<file path="config.mk">
export PLATFORM = sky130hd
export DESIGN_NAME = ordered_value_list_engine
export DESIGN_NICKNAME = d
export VERILOG_FILES = /design/src/hdl/ovle_pkg.sv /design/src/hdl/ovle_cell.sv /design/src/hdl/ordered_value_list_engine.sv
export SDC_FILE = /design/constraint.sdc
export NUM_CORES = 1
export LEC_CHECK = 0
export ABC_CLOCK_PERIOD_IN_PS = 12000
export BUFFER_PORTS_ARGS = -buffer_cell sky130_fd_sc_hd__buf_2
export CAP_MARGIN = 20
export CORE_UTILIZATION = 64
export CTS_BUF_LIST = sky130_fd_sc_hd__clkbuf_8
export DETAILED_ROUTE_END_ITERATION = 12
export HOLD_SLACK_MARGIN = 0.08
export MAX_ROUTING_LAYER = met4
export PLACE_DENSITY = 0.82
export SETUP_SLACK_MARGIN = 0.4
export SYNTH_ARGS = -nofsm -noshare
export SYNTH_HDL_FRONTEND = slang
export SYNTH_HIERARCHICAL = 1
export SYNTH_SLANG_ARGS = --single-unit
export TNS_END_PERCENT = 50
</file>
<file path="constraint.sdc">
create_clock -name clk -period 12 [get_ports clk]
set_clock_uncertainty 0.1 [all_clocks]
set_input_delay 0.6 -clock clk [delete_from_list [all_inputs] [get_ports clk]]
set_output_delay 0.6 -clock clk [all_outputs]
set_load 0.01 [all_outputs]
</file>
<file path="src/hdl/ovle_pkg.sv">
// Package with the transaction types, opcodes and status codes of the ordered value list engine.
`default_nettype none

package ovle_pkg;

    typedef logic [1:0] opcode_t;
    typedef logic [2:0] status_t;

    localparam opcode_t OP_INSERT = 2'd0;
    localparam opcode_t OP_DELETE = 2'd1;
    localparam opcode_t OP_SEARCH = 2'd2;

    localparam status_t ST_INSERTED  = 3'd0;
    localparam status_t ST_FULL      = 3'd1;
    localparam status_t ST_DELETED   = 3'd2;
    localparam status_t ST_FOUND     = 3'd3;
    localparam status_t ST_NOT_FOUND = 3'd4;
    localparam status_t ST_EMPTY     = 3'd5;

    typedef struct packed {
        opcode_t            opcode;
        logic signed [31:0] value;
    } req_t;

    typedef struct packed {
        status_t    status;
        logic [4:0] position;
        logic [4:0] count;
    } rsp_t;

    typedef struct packed {
        logic capture;
        logic do_insert;
        logic do_delete;
    } cell_ctrl_t;

endpackage

`default_nettype wire

</file>
<file path="src/hdl/ovle_cell.sv">
// One list cell: holds an entry, compares it with a request, loads an inserted value and shifts towards the head.
`default_nettype none

module ovle_cell
    import ovle_pkg::*;
#(
    parameter int INDEX = 0,
    parameter int CW    = 5
)
(
    input  wire logic               clk,
    input  wire logic               rst_n,
    input  wire cell_ctrl_t         ctrl,
    input  wire logic [CW-1:0]      count,
    input  wire logic signed [31:0] probe,
    input  wire logic signed [31:0] write_value,
    input  wire logic signed [31:0] neighbour_entry,
    input  wire logic               seen_in,
    output logic signed [31:0]      entry,
    output logic                    seen_out,
    output logic                    first
);

    localparam logic [CW-1:0] MY_INDEX = CW'(INDEX);

    logic signed [31:0] entry_reg;
    logic signed [31:0] entry_next;
    logic               match_reg;
    logic               match_next;
    logic               occupied;

    assign occupied = count > MY_INDEX;
    assign entry    = entry_reg;
    assign seen_out = seen_in | match_reg;
    assign first    = match_reg & ~seen_in;

    always_comb
    begin
        match_next = match_reg;
        if (ctrl.capture)
        begin
            match_next = occupied && (entry_reg == probe);
        end
    end

    always_comb
    begin
        entry_next = entry_reg;
        if (ctrl.do_insert && (count == MY_INDEX))
        begin
            entry_next = write_value;
        end
        else if (ctrl.do_delete && seen_out)
        begin
            entry_next = neighbour_entry;
        end
    end

    always_ff @(posedge clk or negedge rst_n)
    begin
        if (!rst_n)
        begin
            match_reg <= 1'b0;
        end
        else
        begin
            match_reg <= match_next;
        end
    end

    always_ff @(posedge clk)
    begin
        entry_reg <= entry_next;
    end

endmodule

`default_nettype wire

</file>
<file path="src/hdl/ordered_value_list_engine.sv">
// Top level of the ordered value list engine: request control, cell chain and result register.
// On acceptance every cell compares its entry with the request value. While the request
// then executes, the match flags ripple along the cell chain to find the first match, the
// cells shift or load, and the result register is written. A new request is refused while
// one executes or a result is stalled; it can be accepted in the cycle a result is taken.
// The list holds CAPACITY entries; position and count carry the low five bits.
`default_nettype none

module ordered_value_list_engine
    import ovle_pkg::*;
#(
    parameter int CAPACITY = 16
)
(
    input  wire logic clk,
    input  wire logic rst_n,
    input  wire logic req_valid,
    output logic      req_stall,
    input  wire req_t req,
    output logic      rsp_valid,
    input  wire logic rsp_stall,
    output rsp_t      rsp
);

    localparam int CW = $clog2(CAPACITY + 1);
    localparam logic [CW-1:0] FULL_COUNT = CW'(CAPACITY);

    logic               exec_reg;
    logic               exec_next;
    opcode_t            op_reg;
    opcode_t            op_next;
    logic signed [31:0] value_reg;
    logic signed [31:0] value_next;
    logic [CW-1:0]      count_reg;
    logic [CW-1:0]      count_next;
    logic               rsp_valid_reg;
    logic               rsp_valid_next;
    rsp_t               rsp_reg;
    rsp_t               rsp_next;

    logic               accept;
    cell_ctrl_t         ctrl;
    logic signed [31:0] cell_entry [CAPACITY];
    logic               cell_seen  [CAPACITY+1];
    logic               cell_first [CAPACITY];
    logic [CW-1:0]      match_pos;
    logic               found;
    status_t            status;
    logic [CW+4:0]      pos_wide;
    logic [CW+4:0]      count_wide;

    assign req_stall = exec_reg | (rsp_valid_reg & rsp_stall);
    assign accept    = req_valid & ~req_stall;
    assign rsp_valid = rsp_valid_reg;
    assign rsp       = rsp_reg;

    assign ctrl.capture   = accept;
    assign ctrl.do_insert = exec_reg && (op_reg == OP_INSERT) && (count_reg != FULL_COUNT);
    assign ctrl.do_delete = exec_reg && (op_reg == OP_DELETE);

    assign cell_seen[0] = 1'b0;

    for (genvar i = 0; i < CAPACITY; i++)
    begin : g_cell
        logic signed [31:0] neighbour;
        if (i == CAPACITY - 1)
        begin : g_last
            assign neighbour = cell_entry[i];
        end
        else
        begin : g_mid
            assign neighbour = cell_entry[i+1];
        end

        ovle_cell #(
            .INDEX (i),
            .CW    (CW)
        ) u_cell (
            .clk             (clk),
            .rst_n           (rst_n),
            .ctrl            (ctrl),
            .count           (count_reg),
            .probe           (req.value),
            .write_value     (value_reg),
            .neighbour_entry (neighbour),
            .seen_in         (cell_seen[i]),
            .entry           (cell_entry[i]),
            .seen_out        (cell_seen[i+1]),
            .first           (cell_first[i])
        );
    end

    assign found = cell_seen[CAPACITY];

    always_comb
    begin
        match_pos = '0;
        for (int i = 0; i < CAPACITY; i++)
        begin
            if (cell_first[i])
            begin
                match_pos = match_pos | CW'(i + 1);
            end
        end
    end

    always_comb
    begin
        count_next = count_reg;
        status     = ST_NOT_FOUND;
        pos_wide   = '0;
        case (op_reg)
            OP_INSERT:
            begin
                if (count_reg == FULL_COUNT)
                begin
                    status = ST_FULL;
                end
                else
                begin
                    status     = ST_INSERTED;
                    count_next = count_reg + CW'(1);
                end
            end
            OP_DELETE:
            begin
                if (count_reg == '0)
                begin
                    status = ST_EMPTY;
                end
                else if (found)
                begin
                    status     = ST_DELETED;
                    count_next = count_reg - CW'(1);
                end
            end
            default:
            begin
                if (found)
                begin
                    status   = ST_FOUND;
                    pos_wide = {5'd0, match_pos};
                end
            end
        endcase
        if (!exec_reg)
        begin
            count_next = count_reg;
        end
        count_wide = {5'd0, count_next};
    end

    always_comb
    begin
        exec_next      = accept;
        op_next        = accept ? req.opcode : op_reg;
        value_next     = accept ? req.value : value_reg;
        rsp_valid_next = rsp_valid_reg & rsp_stall;
        rsp_next       = rsp_reg;
        if (exec_reg)
        begin
            rsp_valid_next    = 1'b1;
            rsp_next.status   = status;
            rsp_next.position = pos_wide[4:0];
            rsp_next.count    = count_wide[4:0];
        end
    end

    always_ff @(posedge clk or negedge rst_n)
    begin
        if (!rst_n)
        begin
            exec_reg      <= 1'b0;
            count_reg     <= '0;
            rsp_valid_reg <= 1'b0;
        end
        else
        begin
            exec_reg      <= exec_next;
            count_reg     <= count_next;
            rsp_valid_reg <= rsp_valid_next;
        end
    end

    always_ff @(posedge clk)
    begin
        op_reg    <= op_next;
        value_reg <= value_next;
        rsp_reg   <= rsp_next;
    end

endmodule

`default_nettype wire

</file>
==> metrics.md, run 1 <==
| Metric | Value |
|---|---|
| Clock Latency Late Sink | 0.71 ns |
| DRT Wirelength | 102 mm |
| Cell class contributing the biggest share of worst-path delay | simple AND/OR/NAND/NOR gates |
| Fin. max-slew vios | 0 |
| Commonest non-fill, non-tap cell in the layout | edfxtp_1 |
| Worst EP arrival | 6.86 ns |
| Area growth syn-to-layout | 9.04% |
| CTS Sinks | 582 |
| Nature of the critical path startpoint | flip-flop |
| IO Count | 53 |
| EDFF count, synth | 559 |
| Max-Cap Viols | 0 |
| Largest net degree at the start of global routing | 37 |
| Post_cts resized | 0 |
| TritonRoute pass-1 iters | 5 |
| Crit. path cell count | 20 |
| Placeable Area | 0.0491 mm^2 |
| Layout cells sized above 1 | 35.0% |
| Die ar. | 0.0508 mm^2 |
| Post-route ant nets | 0 |
| Per-cell routed wire length | 34.5 um |
| Hold buffer count at CTS | 4 |
| Core Util, Final | 71.0% |
| Synth Warn # | 6 |
| Sequential area share after synthesis | 54.4% |
| Final Setup Violations | 0 |
| Outcome | completed |
| DRC errors left | 0 |
| Worst hold path type | primary input to asynchronous set/reset pin |
| Wire length of the first global-routing pass | 141 mm |
| Chip height | 225 um |
| Max-slew headroom | 8.10% |
| Reg2Reg Depth | 20 |
| CTS Root Cell | clkbuf_8 |
| DP HPWL | 62.6 mm |
| Leak | 0.0129 uW |
| Synth async-reset ratio | 3.95% |
| H-tree depth | 3 |
| WS Path Type | flip-flop to flip-flop |
| RePlAce Congestion | 1.04 |
| CTS buffer count | 94 |
| Fillers | 3229 |
| Max FFs per register | 512 |
| Overall Power | 4500 uW |
| Distinct cells, synth | 72 |
| Nets | 2241 |
| Most used cell, CP | or2_2 |
| Met3 Resource Use GR | 15.8% |
| M2 GR Usage | 54.5% |
| Synthesized area | 0.0319 mm^2 |
| Commonest register cell after synthesis | edfxtp_1 |
| Tmin final | 6.51 ns |
| Hold slack | 0.418 ns |
| Drt initial violations | 3259 |
| Final hold vios | 0 |
| Peak supply drop | 0.0000961 V |
| Flip-flop and latch area | 0.0174 mm^2 |
| RSZ-0062 raised after global routing | no |
| Top cell type's share of synthesized area | 52.6% |
| DR vias | 20115 |
| Overflow after GRT | 0 |
| IO Port Bufs | 52 |
| Initial antenna violation count | 3 |
| Via/cell ratio | 6.82 |
| Syn_area_per_cell | 15.6 um^2 |
| GRT busiest layer | met1 |
| CP max stage delay | 0.41 ns |
| Final worst path period share | 54.3% |
| Worst-path clk slew | 0.06 ns |
| Synth area leaders | edfxtp_1, mux2_4, xor2_1, mux2_2, xnor2_1 |
| Pwr dens | 129 mW/mm^2 |
| GRT Resource Usage Total | 41.5% |
| Max FO, Critical Path | 9 |
| Synthesized instance count | 2045 |
| Worst path buffer plus inverter count | 0 |
| Yosys top cell by area | edfxtp_1 |
| GR Util met1 | 56.1% |
| Post-CTS Setup Bufs | 0 |
| Multi-input combinational cell area | 0.0138 mm^2 |
| CP Capture Type | flip-flop |
| Row count | 81 |
| Initial Utilization | 65.1% |
| Worst slew pin tran | 1.38 ns |
| CTS tree | built |
| Slowest cell on the critical path | or2_2 |
| Worst Path Required | 12.35 ns |
| Total negative slack | 0 ns |
| Vias in the first global route | 19505 |
| FMAX | 0.154 GHz |
| Register bit count reported by yosys | 582 |
| Most frequent cells in the layout | edfxtp_1, xor2_1, mux2_4 |
| CP cell instances | or2_2 > or2_2 > or2_2 > or2_2 > or2_2 > or2_2 > or2_2 > or2_2 > or2_2 > or2_2 > or2_2 > or2_2 > or2_2 > or2_2 > or2_2 > or2_2 > or4b_1 > or3_1 > a21oi_1 > a211o_2 |
| Clock Path Buffers | 3 |
| Die Width | 225 um |
[through the flow]
step	instances	cell area (um^2)	worst slack (ns)
floorplan	2046	31900	5.95
global placement	2755	32700	5.64
detailed placement	2760	32800	5.57
CTS	2939	34700	5.55
global route	2946	34800	5.34
finish	2948	34800	5.49
[power by group]
group	leakage, uW	internal [uW]	switching, uW	total [uW]
Clock	0.00102	836	816	1650
Combinational	0.00655	157	346	503
Sequential	0.00537	2270	78.0	2350
[final timing paths]
check / startpoint / end / slack (ns)
setup / recovery: g_cell[0].u_cell/match_reg$_DFFE_PN0P_ / rsp[3]$_DFFE_PP_ / 5.49
hold / removal: rst_n / count_reg[3]$_DFF_PN0_ / 0.42
setup reg to reg: g_cell[0].u_cell/match_reg$_DFFE_PN0P_ / rsp[3]$_DFFE_PP_ / 5.49
hold reg to reg: g_cell[2].u_cell/match_reg$_DFFE_PN0P_ / g_cell[2].u_cell/match_reg$_DFFE_PN0P_ / 0.43
max in group asynchronous: rst_n / count_reg[4]$_DFF_PN0_ / 10.85
min in group clk: g_cell[2].u_cell/match_reg$_DFFE_PN0P_ / g_cell[2].u_cell/match_reg$_DFFE_PN0P_ / 0.43
[logic make-up (layout without fill, tap and decap cells)]
group	after synthesis	in the layout	synth area share (%)
flip-flops	582	582	54.4
XOR/XNOR	513	513	14.1
multiplexers	512	512	21.5
AND/OR/NAND/NOR	306	306	6.23
buffers and inverters	69	303	2.36
AO/OA/AOI/OAI	60	60	1.35
adder cells (fa/ha/maj)	2	2	0.0784
other	1	6	0.0117
[cells in the mapped netlist, types with 5 or more instances]
master,instances
buf_12,16
nand3_1,23
o32ai_1,5
inv_1,12
o31ai_1,7
or2_2,16
xnor2_1,93
nor4_1,110
nand2_1,28
o21ai_0,9
dfrtp_1,23
nor3_1,8
nand4_1,40
a21o_1,10
mux2_1,12
edfxtp_1,559
mux2_4,290
nor2b_1,10
nand2b_1,11
a21oi_1,13
buf_6,29
buf_2,7
mux2_2,210
nor2_1,13
xor2_1,418
[layer usage]
layer	part of all wire, %	routed length [um]
met1	38	38300
met2	40	40600
met3	17	17000
met4	5.6	5680
met5	0	0
[cell type report]
type / instances / share of cell area (%)
well taps: 664 / 2.39
flip-flops and latches: 582 / 49.9
diodes: 4 / 0.0288
repair buffers: 116 / 2.71
multi-input cells: 1395 / 39.7
inverters: 12 / 0.129
clock inverters: 68 / 0.895
clock buffers: 107 / 4.23
(Power assumes the default switching activity.)
==> run 2: changes to the inputs <==
ABC_AREA = 1   (was default)
ABC_CLOCK_PERIOD_IN_PS = 5900   (was 12000)
CORE_UTILIZATION = 60   (was 64)
PLACE_DENSITY = 0.8   (was 0.82)
clock period = 5.9 ns   (was 12 ns; I/O delays follow)
==> run 2 against run 1 <==
Sequential power up 110%. Largest cell class unchanged. Global-route usage down 6.7 points. Via count up 45%. Highest routed layer unchanged. Synthesized area up 12%. Flip-flop and latch count unchanged. Cell count up 81%. Core utilization down 5.3 points. Combinational power rose to 2.8 times the previous value. Die area up 20%. Register-to-register slack worse by 4.9 ns. Largest power group unchanged. First-iteration DRC count about the same. Setup slack worse by 4.9 ns.
==> metrics.md, run 2 <==
| Metric | Value |
|---|---|
| Outcome | completed (unchanged) |
| Worst slew pin tran | 1.16 ns (was 1.38 ns) |
| Max FO, Critical Path | 8 (was 9) |
| WS Path Type | flip-flop to flip-flop (unchanged) |
| Vias in the first global route | 27895 (was 19505) |
| Nature of the critical path startpoint | flip-flop (unchanged) |
| Comb power frac | 14.4% (was 11.2%) |
| Leak | 0.0194 uW (was 0.0129 uW) |
| Drt initial violations | 3262 (was 3259) |
| Sequential area share after synthesis | 48.4% (was 54.4%) |
| Placed Cells incl. Taps | 5116 (was 2760) |
| Register bit count reported by yosys | 582 (unchanged) |
| CTS Root Cell | clkbuf_8 (unchanged) |
| Final instance area | 0.0388 mm^2 (was 0.0348 mm^2) |
| Largest net degree at the start of global routing | 65 (was 37) |
| Clk pwr share | 35.7% (was 36.7%) |
| Clock Path Buffers | 3 (unchanged) |
| DR vias | 29105 (was 20115) |
| Die Width | 247 um (was 225 um) |
| Most used cell, CP | or2_4 (was or2_2) |
| Placed Area | 0.0366 mm^2 (was 0.0328 mm^2) |
| Synth async-reset ratio | 3.95% (unchanged) |
| Yosys top cell by area | edfxtp_1 (unchanged) |
| Most common cell in the netlist | nand2_1 (was edfxtp_1) |
| Die ar. | 0.0608 mm^2 (was 0.0508 mm^2) |
| Peak supply drop | 0.000206 V (was 0.0000961 V) |
| FMAX | 0.188 GHz (was 0.154 GHz) |
| Final worst path period share | 90.0% (was 54.3%) |
| Cell class contributing the biggest share of worst-path delay | simple AND/OR/NAND/NOR gates (unchanged) |
| Max FFs per register | 512 (unchanged) |
| Final Non-Filler Cells | 5329 (was 2948) |
| Syn_area_per_cell | 8.25 um^2 (was 15.6 um^2) |
| DRC errors left | 0 (unchanged) |
| Top cells by count, synth | nand2_1, inv_1, edfxtp_1 (was edfxtp_1, xor2_1, mux2_4) |
| Distinct cells, synth | 51 (was 72) |
| EDFF count, synth | 559 (unchanged) |
| Per-cell routed wire length | 19.1 um (was 34.5 um) |
| Slowest cell on the critical path | dfrtp_1 (was or2_2) |
| CTS Sinks | 582 (unchanged) |
| Synthesized instance count | 4349 (was 2045) |
| CP max stage delay | 0.38 ns (was 0.41 ns) |
| Worst slack, placed | 0.164 ns (was 5.57 ns) |
| Top cell type's share of synthesized area | 46.8% (was 52.6%) |
| Commonest non-fill, non-tap cell in the layout | nand2_1 (was edfxtp_1) |
| H-tree depth | 3 (unchanged) |
| Switching power | 2880 uW (was 1240 uW) |
| Nets | 4516 (was 2241) |
| Pwr dens | 253 mW/mm^2 (was 129 mW/mm^2) |
| Synth area leaders | edfxtp_1, nand2_1, inv_1, mux2_4, nor2_1 (was edfxtp_1, mux2_4, xor2_1, mux2_2, xnor2_1) |
| Clock Latency Late Sink | 0.73 ns (was 0.71 ns) |
| Worst path buffer plus inverter count | 1 (was 0) |
| Most frequent cells in the layout | nand2_1, inv_1, edfxtp_1 (was edfxtp_1, xor2_1, mux2_4) |
| Worst EP arrival | 5.64 ns (was 6.86 ns) |
| RSZ-0062 raised after global routing | no (unchanged) |
| Sw frac | 29.4% (was 27.5%) |
| Synthesized area | 0.0359 mm^2 (was 0.0319 mm^2) |
| Fin. max-slew vios | 0 (unchanged) |
| IO Port Bufs | 52 (unchanged) |
| Placeable Area | 0.0590 mm^2 (was 0.0491 mm^2) |
| Worst-path clk slew | 0.06 ns (about the same) |
| Commonest register cell after synthesis | edfxtp_1 (unchanged) |
| Worst hold path type | primary input to flip-flop (was primary input to asynchronous set/reset pin) |
| CTS tree | built (unchanged) |
| Final Setup Violations | 0 (unchanged) |
| Overflow after GRT | 0 (unchanged) |
| Register share of total power | 49.9% (was 52.2%) |
| Area growth syn-to-layout | 8.06% (was 9.04%) |
| Fillers | 4782 (was 3229) |
| Chip height | 247 um (was 225 um) |
| Post-route ant nets | 0 (unchanged) |
| Overall Power | 9790 uW (was 4500 uW) |
| Initial antenna violation count | 1 (was 3) |
| DP HPWL | 65.7 mm (was 62.6 mm) |
| CTS buffer count | 100 (was 94) |
| Worst Path Required | 6.23 ns (was 12.35 ns) |
| Total negative slack | 0 ns (unchanged) |
| Max-Cap Viols | 0 (unchanged) |
| RePlAce Congestion | 0.958 (was 1.04) |
| Via/cell ratio | 5.46 (was 6.82) |
| Tmin final | 5.31 ns (was 6.51 ns) |
| Final hold vios | 0 (unchanged) |
| Synth Warn # | 6 (unchanged) |
| GRT Resource Usage Total | 34.8% (was 41.5%) |
| CP cell instances | or2_4 > or2_4 > or2_2 > or2_4 > or2_4 > or2_2 > or2_4 > or2_4 > or2_2 > or2_2 > or2_4 > or2_4 > or2_4 > or2_4 > or2_4 > or2_4 > buf_6 > nand2_1 > xor2_1 > o211ai_1 (was or2_2 > or2_2 > or2_2 > or2_2 > or2_2 > or2_2 > or2_2 > or2_2 > or2_2 > or2_2 > or2_2 > or2_2 > or2_2 > or2_2 > or2_2 > or2_2 > or4b_1 > or3_1 > a21oi_1 > a211o_2) |
| Int Power | 6910 uW (was 3260 uW) |
| Row count | 89 (was 81) |
| IO Count | 53 (unchanged) |
| Wire length of the first global-routing pass | 155 mm (was 141 mm) |
| Layout cells sized above 1 | 12.6% (was 35.0%) |
| Initial Utilization | 60.8% (was 65.1%) |
| Max-slew headroom | 22.6% (was 8.10%) |
| DRT Wirelength | 102 mm (about the same) |
| Final WS setup | 0.592 ns (was 5.49 ns) |
| TritonRoute pass-1 iters | 6 (was 5) |
| CP Capture Type | flip-flop (unchanged) |
[run 2: cell types whose count changed in the layout (fill, tap and decap cells not counted), sizes merged, moves of 11 or more]
cell / delta
xnor2: +44
o21ai: +164
clkinv: -12
buf: -26
nand3: +79
or2: +27
nand2b: -11
mux2: -352
xor2: -390
nor4: -112
dlygate4sd3: +24
nand2: +1739
nor2: +359
inv: +796
[run 2: area by class of cell]
class                           count  area, um^2  share of cell area, %
Antenna cell                        1        2.50                0.00645
Multi-Input combinational cell   2882       14800                   38.1
Timing Repair Buffer              114         812                   2.09
Inverter                          796        2990                   7.72
Clock buffer                      114        1570                   4.05
Clock inverter                     67         292                  0.752
Tap cell                          773         967                   2.49
Sequential cell                   582       17400                   44.8
[run 2: routing by layer]
metal  global-route usage, %  wire length [um]
met2                    53.7             45500
met3                    6.54             11100
met5                       -                 0
met1                    44.5             39900
met4                    16.3              4970
[run 2: timing repair]
item | CTS | global route
endpoints found under the setup margin | 63 | 28
gates cloned | 1 | 0
gates resized for setup | 7 | 2
buffers inserted | 1 | 0
pin swaps | 2 | 2
hold buffers | 29 | 0
endpoints found under the hold margin | 53 | 0
[run 2: worst paths after layout]
| check | from | endpoint | slack, ns | depth (start not counted) |
|---|---|---|---|---|
| setup / recovery | g_cell[0].u_cell/match_reg$_DFFE_PN0P_ | rsp[2]$_DFFE_PP_ | 0.59 | 20 |
| hold / removal | req[7] | value_reg[7]$_DFFE_PP_ | 0.12 | 1 |
| setup reg to reg | g_cell[0].u_cell/match_reg$_DFFE_PN0P_ | rsp[2]$_DFFE_PP_ | 0.59 | 20 |
| hold reg to reg | g_cell[7].u_cell/match_reg$_DFFE_PN0P_ | g_cell[7].u_cell/match_reg$_DFFE_PN0P_ | 0.41 | 2 |
| max in group asynchronous | rst_n | g_cell[13].u_cell/match_reg$_DFFE_PN0P_ | 5.00 | 4 |
| min in group asynchronous | rst_n | g_cell[7].u_cell/match_reg$_DFFE_PN0P_ | 0.53 | 4 |
[run 2: metrics by stage]
step                utilization [%]  hold slack (ns)
finish                         65.7            0.122
floorplan                         -           -0.101
detailed placement             62.0            0.236
CTS                            65.7           0.0805
global placement               62.0            0.227
global route                   65.7            0.105
[run 2: kinds of logic (layout without fill, tap and decap cells)]
kind of cell / after synthesis / count (layout) / share of synthesized area [%]
xor gates and xnor gates: 167 / 167 / 4.08
muxes: 160 / 160 / 6.54
AOI/OAI and AO/OA: 193 / 193 / 3.74
buffers and inverters: 887 / 1091 / 10.7
and+or+nand+nor: 2357 / 2358 / 26.5
other: 1 / 3 / 0.0105
DFF: 582 / 582 / 48.4
adders and majority gates: 2 / 2 / 0.0697
[run 2: power groups by stage]
stage	Clock [uW]	Combinational [uW]	Sequential (uW)
CTS	3530	1380	4880
global route	3700	1530	4890
finish	3500	1410	4880
floorplan	0	800	4980
global placement	0	1320	4960
detailed placement	0	1350	4960
